<file path="src/hw/rtl/program_stream_pes_parser_macros.svh">
// assertion macros for the program stream pes parser
// used by the top level only
`ifndef PROGRAM_STREAM_PES_PARSER_MACROS_SVH
`define PROGRAM_STREAM_PES_PARSER_MACROS_SVH
// implication checked on every edge outside reset
`define PSP_ASSERT_IMP(lbl, clk, rstn, ante, cons) \
    lbl: assert property (@(posedge clk) disable iff (!rstn) (ante) |-> (cons)) \
        else $error("psp check failed");
// implication whose consequent is checked in the next cycle
`define PSP_ASSERT_NEXT(lbl, clk, rstn, ante, cons) \
    lbl: assert property (@(posedge clk) disable iff (!rstn) (ante) |=> (cons)) \
        else $error("psp check failed");
`endif

</file>
<file path="src/hw/rtl/psp_pkg.sv">
// shared types and constants for the program stream pes parser
// no dependencies
package psp_pkg;

    localparam int POSITION_BITS = 48;

    typedef enum logic [4:0] {
        PH_HUNT, PH_SKLEN_HI, PH_SKLEN_LO, PH_SKIP, PH_LEN_HI, PH_LEN_LO,
        PH_FIRST, PH_M2_FLAGS, PH_M2_HLEN, PH_M2_STAMP, PH_M2_REST,
        PH_PRIV_ID, PH_PRIV_SKIP, PH_M1_STD, PH_M1_C, PH_M1_STAMP,
        PH_M1_DTS, PH_EMIT, PH_DROP
    } phase_t;

    localparam logic [7:0] SID_PACK    = 8'hBA;
    localparam logic [7:0] SID_SYSTEM  = 8'hBB;
    localparam logic [7:0] SID_PRIV1   = 8'hBD;
    localparam logic [7:0] SID_PADDING = 8'hBE;
    localparam logic [7:0] SID_PRIV2   = 8'hBF;
    localparam logic [7:0] SUB_NONE    = 8'hFF;

    localparam logic [0:0] CFG_SELECTED = 1'b0;
    localparam logic [0:0] CFG_PASS_ALL = 1'b1;

    typedef struct packed {
        logic        kind;
        logic [7:0]  stream_id;
        logic [15:0] payload_length;
        logic [32:0] pts;
        logic        pts_valid;
        logic [32:0] dts;
        logic        dts_valid;
        logic [POSITION_BITS-1:0] start_offset;
        logic [7:0]  data_byte;
        logic        last;
    } result_t;

    function automatic logic [32:0] stamp_shift(input logic [32:0] acc,
                                                input logic [3:0] idx,
                                                input logic [7:0] b);
        logic [3:0] r;
        begin
            r = (idx >= 4'd5) ? idx - 4'd5 : idx;
            case (r)
                4'd0: stamp_shift = {30'd0, b[3:1]};
                4'd1, 4'd3: stamp_shift = {acc[24:0], b};
                default: stamp_shift = {acc[25:0], b[7:1]};
            endcase
        end
    endfunction

    function automatic logic stream_accepted(input logic [7:0] s);
        begin
            stream_accepted = (s >= 8'hC0 && s < 8'hC9) || (s >= 8'hE0 && s < 8'hE9) ||
                              (s >= 8'h20 && s < 8'h29) || s == SID_PRIV1 ||
                              s == SID_PRIV2;
        end
    endfunction

endpackage

</file>
<file path="src/hw/rtl/psp_out_reg.sv">
// output register stage holding one result beat
// depends on psp_pkg
module psp_out_reg (
    input  logic               aclk,
    input  logic               aresetn,
    input  logic               load,
    input  psp_pkg::result_t   din,
    input  logic               take,
    output logic               full,
    output psp_pkg::result_t   dout
);
    logic full_reg;
    psp_pkg::result_t data_reg;

    always_ff @(posedge aclk) begin
        if (!aresetn) begin
            full_reg <= 1'b0;
        end else if (load) begin
            full_reg <= 1'b1;
        end else if (take) begin
            full_reg <= 1'b0;
        end
    end

    always_ff @(posedge aclk) begin
        if (load) begin
            data_reg <= din;
        end
    end

    assign full = full_reg;
    assign dout = data_reg;
endmodule

</file>
<file path="src/hw/rtl/program_stream_pes_parser.sv">
// program stream pes parser: byte parser state machine plus result register
// depends on psp_pkg, psp_out_reg and program_stream_pes_parser_macros.svh
//
// usage: bytes of a program stream enter on s_valid/s_ready, one per beat.
// packets of the selected stream (or every stream when pass_all_streams is
// set) leave on m_valid/m_ready: one header beat (item_kind 0) with id,
// length, time stamps and start offset, then one beat per payload byte
// (item_kind 1), with last on the final beat of the packet.
// each byte is parsed in the cycle it is accepted; a result it causes is
// valid on the next cycle, and throughput is one byte per cycle while
// s_ready is high. the state update and time stamp shift sit between the
// accepted byte and the result register.
// when the receiver stalls, the result register holds its beat and s_ready
// stays high only while that register is empty or being drained this cycle.
// reset (aresetn low, synchronous) returns to start code hunting with an
// empty window, selected_stream E0 and pass_all_streams 0.
// configuration writes are taken on cfg_we with cfg_index 0 or 1.
`include "program_stream_pes_parser_macros.svh"
module program_stream_pes_parser (
    input  logic        aclk,
    input  logic        aresetn,
    input  logic        cfg_we,
    input  logic [0:0]  cfg_index,
    input  logic [7:0]  cfg_data,
    input  logic        s_valid,
    output logic        s_ready,
    input  logic [7:0]  s_in_byte,
    output logic        m_valid,
    input  logic        m_ready,
    output logic        m_item_kind,
    output logic [7:0]  m_stream_id,
    output logic [15:0] m_payload_length,
    output logic [32:0] m_pts,
    output logic        m_pts_valid,
    output logic [32:0] m_dts,
    output logic        m_dts_valid,
    output logic [psp_pkg::POSITION_BITS-1:0] m_start_offset,
    output logic [7:0]  m_data_byte,
    output logic        m_last
);
    localparam int PB = psp_pkg::POSITION_BITS;

    logic [7:0] sel_reg;
    logic pass_reg;
    logic [23:0] win_reg, win_next;
    psp_pkg::phase_t ph_reg, ph_next;
    logic [7:0] cur_reg, cur_next, sub_reg, sub_next;
    logic [15:0] size_reg, size_next, skip_reg, skip_next;
    logic [7:0] hdr_reg, hdr_next;
    logic [32:0] pts_reg, pts_next, dts_reg, dts_next;
    logic [2:0] flags_reg, flags_next;
    logic [PB-1:0] pos_reg, start_reg, start_next;

    logic fire, emit, full;
    psp_pkg::result_t res, dout;

    assign s_ready = !full || m_ready;
    assign fire = s_valid && s_ready;

    always_ff @(posedge aclk) begin
        if (!aresetn) begin
            sel_reg <= 8'hE0;
            pass_reg <= 1'b0;
        end else if (cfg_we) begin
            unique case (cfg_index)
                psp_pkg::CFG_SELECTED: sel_reg <= cfg_data;
                psp_pkg::CFG_PASS_ALL: pass_reg <= cfg_data[0];
                default: ;
            endcase
        end
    end

    always_ff @(posedge aclk) begin
        if (!aresetn) begin
            win_reg <= '1; ph_reg <= psp_pkg::PH_HUNT; cur_reg <= '0;
            sub_reg <= psp_pkg::SUB_NONE; size_reg <= '0; hdr_reg <= '0;
            skip_reg <= '0; pts_reg <= '0; dts_reg <= '0; flags_reg <= '0;
            pos_reg <= '0; start_reg <= '0;
        end else if (fire) begin
            win_reg <= win_next; ph_reg <= ph_next; cur_reg <= cur_next;
            sub_reg <= sub_next; size_reg <= size_next; hdr_reg <= hdr_next;
            skip_reg <= skip_next; pts_reg <= pts_next; dts_reg <= dts_next;
            flags_reg <= flags_next; pos_reg <= pos_reg + 1'b1;
            start_reg <= start_next;
        end
    end

    always_comb begin
        logic [7:0] b, id, s;
        logic [15:0] sz;
        logic [1:0] code;
        logic [3:0] endc;
        logic [15:0] extra;
        logic ok, fin;
        b = s_in_byte;
        win_next = win_reg; ph_next = ph_reg; cur_next = cur_reg; sub_next = sub_reg;
        size_next = size_reg; hdr_next = hdr_reg; skip_next = skip_reg;
        pts_next = pts_reg; dts_next = dts_reg; flags_next = flags_reg;
        start_next = start_reg;
        emit = 1'b0; fin = 1'b0;
        res = '0;
        ok = size_reg != 16'd0;
        sz = ok ? size_reg - 16'd1 : 16'd0;
        code = 2'd0; endc = 4'd0; s = b; extra = 16'd0; id = 8'd0;
        unique case (ph_reg)
            psp_pkg::PH_HUNT: begin
                if (win_reg == 24'h000001) begin
                    cur_next = b; start_next = pos_reg - PB'(3);
                    win_next = '1; sub_next = psp_pkg::SUB_NONE;
                    pts_next = '0; dts_next = '0; flags_next = '0;
                    size_next = '0; hdr_next = '0;
                    if (b == psp_pkg::SID_PACK) begin
                        skip_next = 16'd8; ph_next = psp_pkg::PH_SKIP;
                    end else if (b == psp_pkg::SID_PADDING || b == psp_pkg::SID_SYSTEM) begin
                        ph_next = psp_pkg::PH_SKLEN_HI;
                    end else if (psp_pkg::stream_accepted(b)) begin
                        ph_next = psp_pkg::PH_LEN_HI;
                    end
                end else begin
                    win_next = {win_reg[15:0], b};
                end
            end
            psp_pkg::PH_SKLEN_HI: begin
                skip_next = {b, 8'd0}; ph_next = psp_pkg::PH_SKLEN_LO;
            end
            psp_pkg::PH_SKLEN_LO: begin
                skip_next = {skip_reg[15:8], b};
                if (skip_next != 16'd0) ph_next = psp_pkg::PH_SKIP;
                else begin ph_next = psp_pkg::PH_HUNT; win_next = '1; end
            end
            psp_pkg::PH_SKIP, psp_pkg::PH_DROP: begin
                if (ph_reg == psp_pkg::PH_SKIP) begin
                    skip_next = (skip_reg != 0) ? skip_reg - 16'd1 : 16'd0;
                    if (skip_next == 0) begin ph_next = psp_pkg::PH_HUNT; win_next = '1; end
                end else begin
                    size_next = sz;
                    if (sz == 0) begin ph_next = psp_pkg::PH_HUNT; win_next = '1; end
                end
            end
            psp_pkg::PH_LEN_HI: begin
                size_next = {b, 8'd0}; ph_next = psp_pkg::PH_LEN_LO;
            end
            psp_pkg::PH_LEN_LO: begin
                size_next = {size_reg[15:8], b};
                if (cur_reg == psp_pkg::SID_PRIV2) fin = 1'b1;
                else ph_next = psp_pkg::PH_FIRST;
            end
            psp_pkg::PH_EMIT: begin
                size_next = sz; emit = 1'b1;
                res.kind = 1'b1; res.data_byte = b; res.last = sz == 0;
                if (sz == 0) begin ph_next = psp_pkg::PH_HUNT; win_next = '1; end
            end
            default: begin
                // every header phase counts the byte against the packet length
                if (!ok) begin
                    ph_next = psp_pkg::PH_HUNT; win_next = '1;
                end else begin
                    size_next = sz;
                    unique case (ph_reg)
                        psp_pkg::PH_FIRST, psp_pkg::PH_M1_C: begin
                            if (ph_reg == psp_pkg::PH_FIRST && b == 8'hFF) begin
                            end else if (ph_reg == psp_pkg::PH_FIRST && b[7:6] == 2'b10) begin
                                ph_next = psp_pkg::PH_M2_FLAGS;
                            end else if (ph_reg == psp_pkg::PH_FIRST && b[7:6] == 2'b01) begin
                                ph_next = psp_pkg::PH_M1_STD;
                            end else if (b[7:4] == 4'd1) begin
                                ph_next = psp_pkg::PH_HUNT; win_next = '1;
                            end else if (b[7:4] == 4'd2 || b[7:4] == 4'd3) begin
                                pts_next = {30'd0, b[3:1]}; skip_next = 16'd1;
                                flags_next = {b[4], 2'b01};
                                ph_next = psp_pkg::PH_M1_STAMP;
                            end else fin = 1'b1;
                        end
                        psp_pkg::PH_M1_STD: ph_next = psp_pkg::PH_M1_C;
                        psp_pkg::PH_M1_STAMP: begin
                            pts_next = psp_pkg::stamp_shift(pts_reg, skip_reg[3:0], b);
                            skip_next = skip_reg + 16'd1;
                            if (skip_next >= 16'd5) begin
                                if (flags_reg[2]) begin
                                    skip_next = 16'd5; ph_next = psp_pkg::PH_M1_DTS;
                                end else fin = 1'b1;
                            end
                        end
                        psp_pkg::PH_M1_DTS, psp_pkg::PH_PRIV_SKIP: begin
                            skip_next = (skip_reg != 0) ? skip_reg - 16'd1 : 16'd0;
                            if (skip_next == 0) fin = 1'b1;
                        end
                        psp_pkg::PH_M2_FLAGS: begin
                            flags_next = {1'b0, b[7:6]}; ph_next = psp_pkg::PH_M2_HLEN;
                        end
                        psp_pkg::PH_M2_HLEN: begin
                            hdr_next = b; code = flags_reg[1:0]; flags_next = '0;
                            if (code == 2'd1) begin
                                ph_next = psp_pkg::PH_HUNT; win_next = '1;
                            end else if ((code == 2'd2 && b >= 8'd5) ||
                                         (code == 2'd3 && b >= 8'd10)) begin
                                flags_next = (code == 2'd3) ? 3'd3 : 3'd1;
                                skip_next = '0; ph_next = psp_pkg::PH_M2_STAMP;
                            end else if (b != 0) ph_next = psp_pkg::PH_M2_REST;
                            else if (cur_reg == psp_pkg::SID_PRIV1 && sz > 16'd5)
                                ph_next = psp_pkg::PH_PRIV_ID;
                            else fin = 1'b1;
                        end
                        psp_pkg::PH_M2_STAMP: begin
                            endc = (flags_reg == 3'd3) ? 4'd10 : 4'd5;
                            if (skip_reg < 16'd5)
                                pts_next = psp_pkg::stamp_shift(pts_reg, skip_reg[3:0], b);
                            else
                                dts_next = psp_pkg::stamp_shift(dts_reg, skip_reg[3:0], b);
                            skip_next = skip_reg + 16'd1;
                            if (skip_next >= {12'd0, endc}) begin
                                hdr_next = (hdr_reg >= {4'd0, endc}) ?
                                           hdr_reg - {4'd0, endc} : 8'd0;
                                if (hdr_next != 0) ph_next = psp_pkg::PH_M2_REST;
                                else if (cur_reg == psp_pkg::SID_PRIV1 && sz > 16'd5)
                                    ph_next = psp_pkg::PH_PRIV_ID;
                                else fin = 1'b1;
                            end
                        end
                        psp_pkg::PH_M2_REST: begin
                            hdr_next = (hdr_reg != 0) ? hdr_reg - 8'd1 : 8'd0;
                            if (hdr_next == 0) begin
                                if (cur_reg == psp_pkg::SID_PRIV1 && sz > 16'd5)
                                    ph_next = psp_pkg::PH_PRIV_ID;
                                else fin = 1'b1;
                            end
                        end
                        psp_pkg::PH_PRIV_ID: begin
                            if (b >= 8'h88 && b <= 8'h8B) s = b - 8'h48;
                            else if (b >= 8'h80 && b <= 8'h87) s = b - 8'h80;
                            else if (b >= 8'hA0 && b <= 8'hA7) extra = 16'd3;
                            else if (b >= 8'h20 && b <= 8'h27) s = b;
                            else s = psp_pkg::SUB_NONE;
                            sub_next = s;
                            if (s > 8'h26 || s < 8'h20) extra = extra + 16'd3;
                            if (extra != 0) begin
                                skip_next = extra; ph_next = psp_pkg::PH_PRIV_SKIP;
                            end else fin = 1'b1;
                        end
                        default: begin ph_next = psp_pkg::PH_HUNT; win_next = '1; end
                    endcase
                end
            end
        endcase
        if (fin) begin
            id = (cur_reg == psp_pkg::SID_PRIV1) ? sub_next : cur_reg;
            if (pass_reg || id == sel_reg) begin
                emit = 1'b1;
                res.stream_id = id;
                res.payload_length = size_next;
                res.pts_valid = flags_next[0];
                res.dts_valid = flags_next[1];
                res.pts = flags_next[0] ? pts_next : 33'd0;
                res.dts = flags_next[1] ? dts_next : 33'd0;
                res.last = size_next == 0;
                ph_next = (size_next != 0) ? psp_pkg::PH_EMIT : psp_pkg::PH_HUNT;
            end else begin
                ph_next = (size_next != 0) ? psp_pkg::PH_DROP : psp_pkg::PH_HUNT;
            end
            if (size_next == 0) win_next = '1;
        end
        if (ph_reg == psp_pkg::PH_EMIT) res.stream_id =
            (cur_reg == psp_pkg::SID_PRIV1) ? sub_reg : cur_reg;
        res.start_offset = start_next;
    end

    psp_out_reg u_out (
        .aclk(aclk), .aresetn(aresetn), .load(fire && emit), .din(res),
        .take(m_ready), .full(full), .dout(dout)
    );

    assign m_valid = full;
    assign m_item_kind = dout.kind;
    assign m_stream_id = dout.stream_id;
    assign m_payload_length = dout.payload_length;
    assign m_pts = dout.pts;
    assign m_pts_valid = dout.pts_valid;
    assign m_dts = dout.dts;
    assign m_dts_valid = dout.dts_valid;
    assign m_start_offset = dout.start_offset;
    assign m_data_byte = dout.data_byte;
    assign m_last = dout.last;

    `PSP_ASSERT_IMP(a_no_overwrite, aclk, aresetn, m_valid && !m_ready, !s_ready)
    `PSP_ASSERT_NEXT(a_emit_shows, aclk, aresetn, fire && emit, m_valid)
    `PSP_ASSERT_IMP(a_payload_clean, aclk, aresetn, m_valid && m_item_kind,
                    m_payload_length == 16'd0 && !m_pts_valid && !m_dts_valid)
    `PSP_ASSERT_IMP(a_hunt_no_emit, aclk, aresetn,
                    fire && ph_reg == psp_pkg::PH_HUNT, !emit)
endmodule

</file>
<file path="config.mk">
export PLATFORM = sky130hd
export DESIGN_NAME = program_stream_pes_parser
export DESIGN_NICKNAME = d
export VERILOG_FILES = /design/src/hw/rtl/psp_pkg.sv /design/src/hw/rtl/psp_out_reg.sv /design/src/hw/rtl/program_stream_pes_parser.sv
export VERILOG_INCLUDE_DIRS = /design/src /design/src/hw/rtl
export SDC_FILE = /design/constraint.sdc
export NUM_CORES = 1
export LEC_CHECK = 0
export ABC_AREA = 1
export BUFFER_PORTS_ARGS = -buffer_cell sky130_fd_sc_hd__buf_2
export CORE_MARGIN = 4
export CORE_UTILIZATION = 30
export DETAILED_ROUTE_END_ITERATION = 16
export PLACE_DENSITY = 0.51
export SYNTH_ARGS = -nofsm -noshare
export SYNTH_HDL_FRONTEND = slang
export SYNTH_SLANG_ARGS = --single-unit
</file>
<file path="constraint.sdc">
create_clock -name aclk -period 6.8 [get_ports aclk]
set_input_delay 1.36 -clock aclk [delete_from_list [all_inputs] [get_ports aclk]]
set_output_delay 1.36 -clock aclk [all_outputs]
set_load 0.05 [all_outputs]
</file>
# Yosys cells after proc, flatten, opt, wreduce, memory -nomap -nowiden
# Index checks and enable logic that the tools add are counted.
# word_totals
reg_bits,410
wordCells,375
out_inout_bits,152
rom_bits,0
memories,0
ramBits,0
latchBits,0
# op_classes
muxes,164
bitwise,4
addsub,11
n_shift,0
reduce_logical,70
magnitude_cmp,23
div,0
mul,0
n_eq_ne,76
# ops
operator,n
2-to-1 mux 33 bit,14
2-to-1 mux 16 bit,26
2-to-1 mux 24 bit,13
case mux 33 bit (2 select lines),4
case mux 16 bit (6 select lines),2
2-to-1 mux 92 bit,2
2-to-1 mux 8 bit,18
2-to-1 mux 5 bit,28
case mux 24 bit (5 select lines),1
case mux 33 bit (3 select lines),1
2-to-1 mux 48 bit,2
case mux 16 bit (5 select lines),1
nonzero test 16 bit,5
case mux 24 bit (3 select lines),1
equality test 8 bit (second input constant),8
!= test 11 bit (second input constant),5
adder 48 x 1 -> 48 bit (second input constant),1
logical NOT 16 bit,3
subtractor 48 x 2 -> 48 bit (second input constant),1
case mux 5 bit (9 select lines),1
!= test 6 bit (second input constant),7
equality test 5 x 4 -> 1 bit (second input constant),8
greater-or-equal comparator 8 bit (second input constant),5
!= test 5 bit (second input constant),8
other kinds (76),183

# Longest topological paths before layout
# logic_depth
depth_word,23
ltp_mapped,28
mapped_depth_nobuf,27

# Hierarchy
# From an unflattened synthesis, not the netlist that was laid out.
# hier_totals
hier_cells,3616
area_unflattened_um2,25311.8
# modules_own_cells
module,cells_per_inst,area_per_inst_um2,instances
program_stream_pes_parser,3460,20763.7,1
psp_out_reg,156,4548.1,1

# Worst setup path after synthesis
# No wires, ideal clock.
# synth_timing
path_kind,input -> register
from,input s_in_byte[4]
to,"register u_out.data_reg (netlist bit u_out.dout[0]), enable pin"
slack_ps,-495
t_arrival_ps,6793
required_time_ps,6297
stages,23
cell_sequence,buf_2 -> inv_1 -> clkbuf_1 -> ha_1 -> nor3b_1 -> nand2_1 -> nand2_1 -> nand2_1 -> o21ai_0 -> nor4_1 -> ha_1 -> nand2_1 -> inv_1 -> nor2_1 -> nand2_1 -> nand2_2 -> nand2_2 -> buf_6 -> nand2_8 -> buf_6 -> nand2_1 -> nand2_1 -> inv_1
# synth_between
elab_chain_len,22
word_cells_on_any_way,69
# synth_rtl
item,line_no,text
start: declaration,program_stream_pes_parser.sv:27,"input logic [7:0] s_in_byte,"
greater-or-equal comparator 8 x 6 -> 1 bit / <= comparator 8 x 6 -> 1 bit (equally long branches),program_stream_pes_parser.sv:232,else if (b >= 8'h20 && b <= 8'h27) s = b;
logical AND 1 bit,program_stream_pes_parser.sv:232,
2-to-1 mux 8 bit,program_stream_pes_parser.sv:232,
2-to-1 mux 8 bit,program_stream_pes_parser.sv:231,else if (b >= 8'hA0 && b <= 8'hA7) extra = 16'd3;
2-to-1 mux 8 bit,program_stream_pes_parser.sv:230,else if (b >= 8'h80 && b <= 8'h87) s = b - 8'h80;
2-to-1 mux 8 bit,program_stream_pes_parser.sv:229,if (b >= 8'h88 && b <= 8'h8B) s = b - 8'h48;
2-to-1 mux 8 bit,program_stream_pes_parser.sv:159,unique case (ph_reg)
2-to-1 mux 8 bit,program_stream_pes_parser.sv:155,if (!ok) begin
[7 not listed],-,
nonzero test 16 bit,program_stream_pes_parser.sv:236,if (extra != 0) begin
2-to-1 mux 1 bit,program_stream_pes_parser.sv:236,
case mux 1 bit (7 select lines),program_stream_pes_parser.sv:159,
2-to-1 mux 1 bit,program_stream_pes_parser.sv:155,
case mux 1 bit (2 select lines),program_stream_pes_parser.sv:105,unique case (ph_reg)
2-to-1 mux 1 bit *,program_stream_pes_parser.sv:245,if (fin) begin
logical AND 1 bit *,program_stream_pes_parser.sv:268,".aclk(aclk), .aresetn(aresetn), .load(fire && emit), .din(res),"
via u_out.load,psp_out_reg.sv:6,"input logic load,"
end signal: assignment,psp_out_reg.sv:27,data_reg <= din;
end: declaration,psp_out_reg.sv:13,psp_pkg::result_t data_reg;
# The timed path passes the listed nets; every way through them passes the cells marked *. The select of a mux whose other input is x is not followed.
# A chain may end at the register's enable or synchronous reset.

# Worst setup path after layout
# layout_timing
from,input s_in_byte[4]
to,"register u_out.data_reg (netlist bit u_out.dout[60]), enable pin"
# Same word-level chain as after synthesis.

==> summary.md <==
| Metric | Value |
|---|---|
| Worst stage delay on the critical path | approximately 0.52 ns |
| H-tree Lvls | 2 |
| Dpl cells | 4558 |
| Cell Area, Placed | 26500 sq um |
| Most used DFF post-synth | dfxtp_1 |
| # DRC | 0 |
| Iter 0 DRT Violations | roughly 2300 |
| Fraction of the yosys area taken by sequential cells | between 30% and 40% |
| Seq cells post-synth | 410 |
| Status | finished clean |
| Layout cells sized above 1 | a little under an eighth |
| Vias in the first global route | ~22000 |
| Nets | roughly 3600 |
| DIE HEIGHT | 296 um |
| Die width | 296 um |
| Crit path time final | ~5.3 ns |
| Post-synth EDFFs | 150 |
| Number of I/O pins | roughly 170 |
| Non-Filler Instances | roughly 4700 |
| Initial Utilization | between 30% and 40% |
| Crit-path most repeated cell | nand2_1 |
| CP max stage cell | nor4_1 |
| Core area | 82200 sq um |
| Overall Global Routing Usage | between 15 and 20% |
| Row cnt | roughly 110 |
| Synthesized area per cell | about 7 sq um |
| Worst EP arrival | between 5 and 6 ns |
| Yosys top cell by area | dfxtp_1 |
| Grt met1 use | approximately a quarter |
| M3 GR Usage | roughly 3% |
| Post-detail-place hpwl | 57300 um |
| Mapped Area | ~25000 sq um |
| Relative slew slack | between 20% and 30% |
| Crit path capture type | flop |
| Grt total ovfl | 0 |
| Slew @ Worst Pin | 1.12 ns |
| Final Hold Vio Count | 0 |
| Via count | around 24000 |
| Global-route wire length before repair | around 130000 um |
| Non-Filler Cell Area, Final | between 20000 and 30000 sq um |
| Maximum vdd drop | ~0.15 mV |
| Max FFs per register | 150 |
| Synth top area cells | dfxtp_1 (21%), edfxtp_1 (18%), nand2_1 (8.9%) |
| Fin Hold WS | roughly 0.49 ns |
| Clock Latency Late Sink | 0.60 ns |
| Pleak | about 12 nW |
| Post-Route Skew | around 0.022 ns |
| FILL cells | a little under 9000 |
| Top Family by Delay on Critical Path | simple AND/OR/NAND/NOR gates |
| Initial antenna violation count | 4 |
| Synth Warn # | 0 |
| # clock sinks | 410 |
| Final total power | between 5 and 6 mW |
| WP buf/inv | 5 |
| Post-Syn Instances | ~3500 |
| Met2 Resource Use GR | a little over a quarter |
| Cts bufs inserted | 50 |
| Post-DRT Antenna Nets | 0 |
| Synth cell types | 62 |
| Max Root-Sink Buffers | 3 |
| Fin Setup TNS | 0 ns |
| Worst setup SP type | primary input |
| Commonest non-fill, non-tap cells in the layout | nand2_1 (591), inv_1 (544), nor2_1 (328), a21oi_1 (280), dfxtp_1 (260) |
| GR peak layer | met2 |
| Wire per inst | around 17 um |
| Hold Path Class | reg -> reg |
| Largest net degree at the start of global routing | 105 |
| RSZ-0062 raised after global routing | false |
| Post-synth top area share | between 20% and 30% |
| TritonCTS clock tree | built |
| Final setup vio count | 0 |
| CTS Hold Bufs | 0 |
| CP Cell Sequence | buf_2 -> inv_1 -> ha_1 -> nor3b_1 -> nand2_1 -> nand2_1 -> nand2_1 -> o21ai_0 -> nor4_1 -> ha_1 -> nand2_1 -> inv_1 -> nor2_1 -> nand2_1 -> nand2_2 -> nand2_2 -> nand2_8 -> nand2_1 -> nand2_1 -> clkinvlp_4 -> buf_12 |
| Final Cycle Share | just under 80% |
| Post CTS Setup Buffer Count | 0 |
| Fin. max-slew vios | 0 |
| Area growth from synthesis to layout | 13.2% |
| MaxCap Viol Count | 0 |
| Worst setup path category | in -> reg |
| Avg Vias per Cell | just over 5 |
| Required time worst endpoint | approximately 7 ns |
| Max FO, Critical Path | 82 |
| Clock transition at the registers of the reported paths | approximately 0.05 ns |
| GPL Wtd Cong | 0.943 |
| CTS resizes | 0 |
| Syn Nets | between 3000 and 4000 |
| Power Dens Cells | between 200 and 250 nW/um^2 |
| Place WS | about 1 ns |
| Die area | approximately 90000 sq um |
| FFs w/ async S/R, synth | 0% |
| Root Buffer | clkbuf_16 |
| Final core occ | approximately 34% |
| Max frequency | between 150 and 200 MHz |
| Commonest non-fill, non-tap cell in the layout | nand2_1 |
| Worst Slack Setup Final | about 1.5 ns |
| Final wirelength | between 80000 and 90000 um |
| Drt pass-1 iters | 5 |
| IO buf count | about 170 |
tightest hold or removal path, cell delays in order (launching register included):
cell      delay (ns)
dfxtp_1         0.30
nor2_1          0.09
a211oi_1        0.05
synth_stat cells, drive strengths merged, types with 7 or more instances:
cell type / instances
clkinv: 8
clkbuf: 123
inv: 565
nand3: 176
a21oi: 281
o211ai: 23
nor2: 425
dfxtp: 260
o221ai: 7
nor3: 67
nand2: 606
o31ai: 8
xor2: 52
o32ai: 22
nand4: 51
nor4: 16
ha: 23
edfxtp: 150
buf: 49
a211oi: 60
o2111ai: 25
o21ai: 292
o22ai: 132
a31oi: 11
path summary, 6_finish.rpt:
check,startpoint,cells past startpoint,slack (ns),end
worst max-delay path,s_in_byte[4],21,1.54,u_out.dout[60]
worst min-delay path,start_reg[21],2,0.49,start_reg[21]
worst max register to register,flags_reg[0],24,1.55,u_out.dout[60]
worst min register to register,start_reg[21],2,0.49,start_reg[21]
metal layers:
layer | routed length (um) | part of all wire (%)
met5 | 0 | 0
met4 | 1810 | 2.2
met3 | 5480 | 6.7
met2 | 35200 | 43
met1 | 39000 | 48
power by group:
part	internal, mW	switching [mW]
registers	2.57	0.0275
logic	0.134	0.337
clock network	1.62	1.12
cells by family (layout without fill, tap and decap cells):
group,count (synthesis),count (layout),synth area share [%]
xor gates and xnor gates,53,53,1.86
DFF,410,410,38.9
buffers and inverters,745,864,12.1
and+or+nand+nor,1359,1359,25.8
adders and majority gates,24,24,1.23
AOI/OAI and AO/OA,872,872,20.1
other,0,6,0
layout make-up:
class                      count  area [sq um]  share of cell area, %
clock buffer                  77          1470                   5.22
clock inverter                17           200                  0.709
timing repair buffer         197          1070                   3.80
antenna                        6          15.0                 0.0532
tap                         1070          1340                   4.74
multi-input combinational   2308         12200                   43.4
inverter                     573          2170                   7.68
sequential                   410          9710                   34.4
No activity file was read; power rests on OpenSTA's default activity.
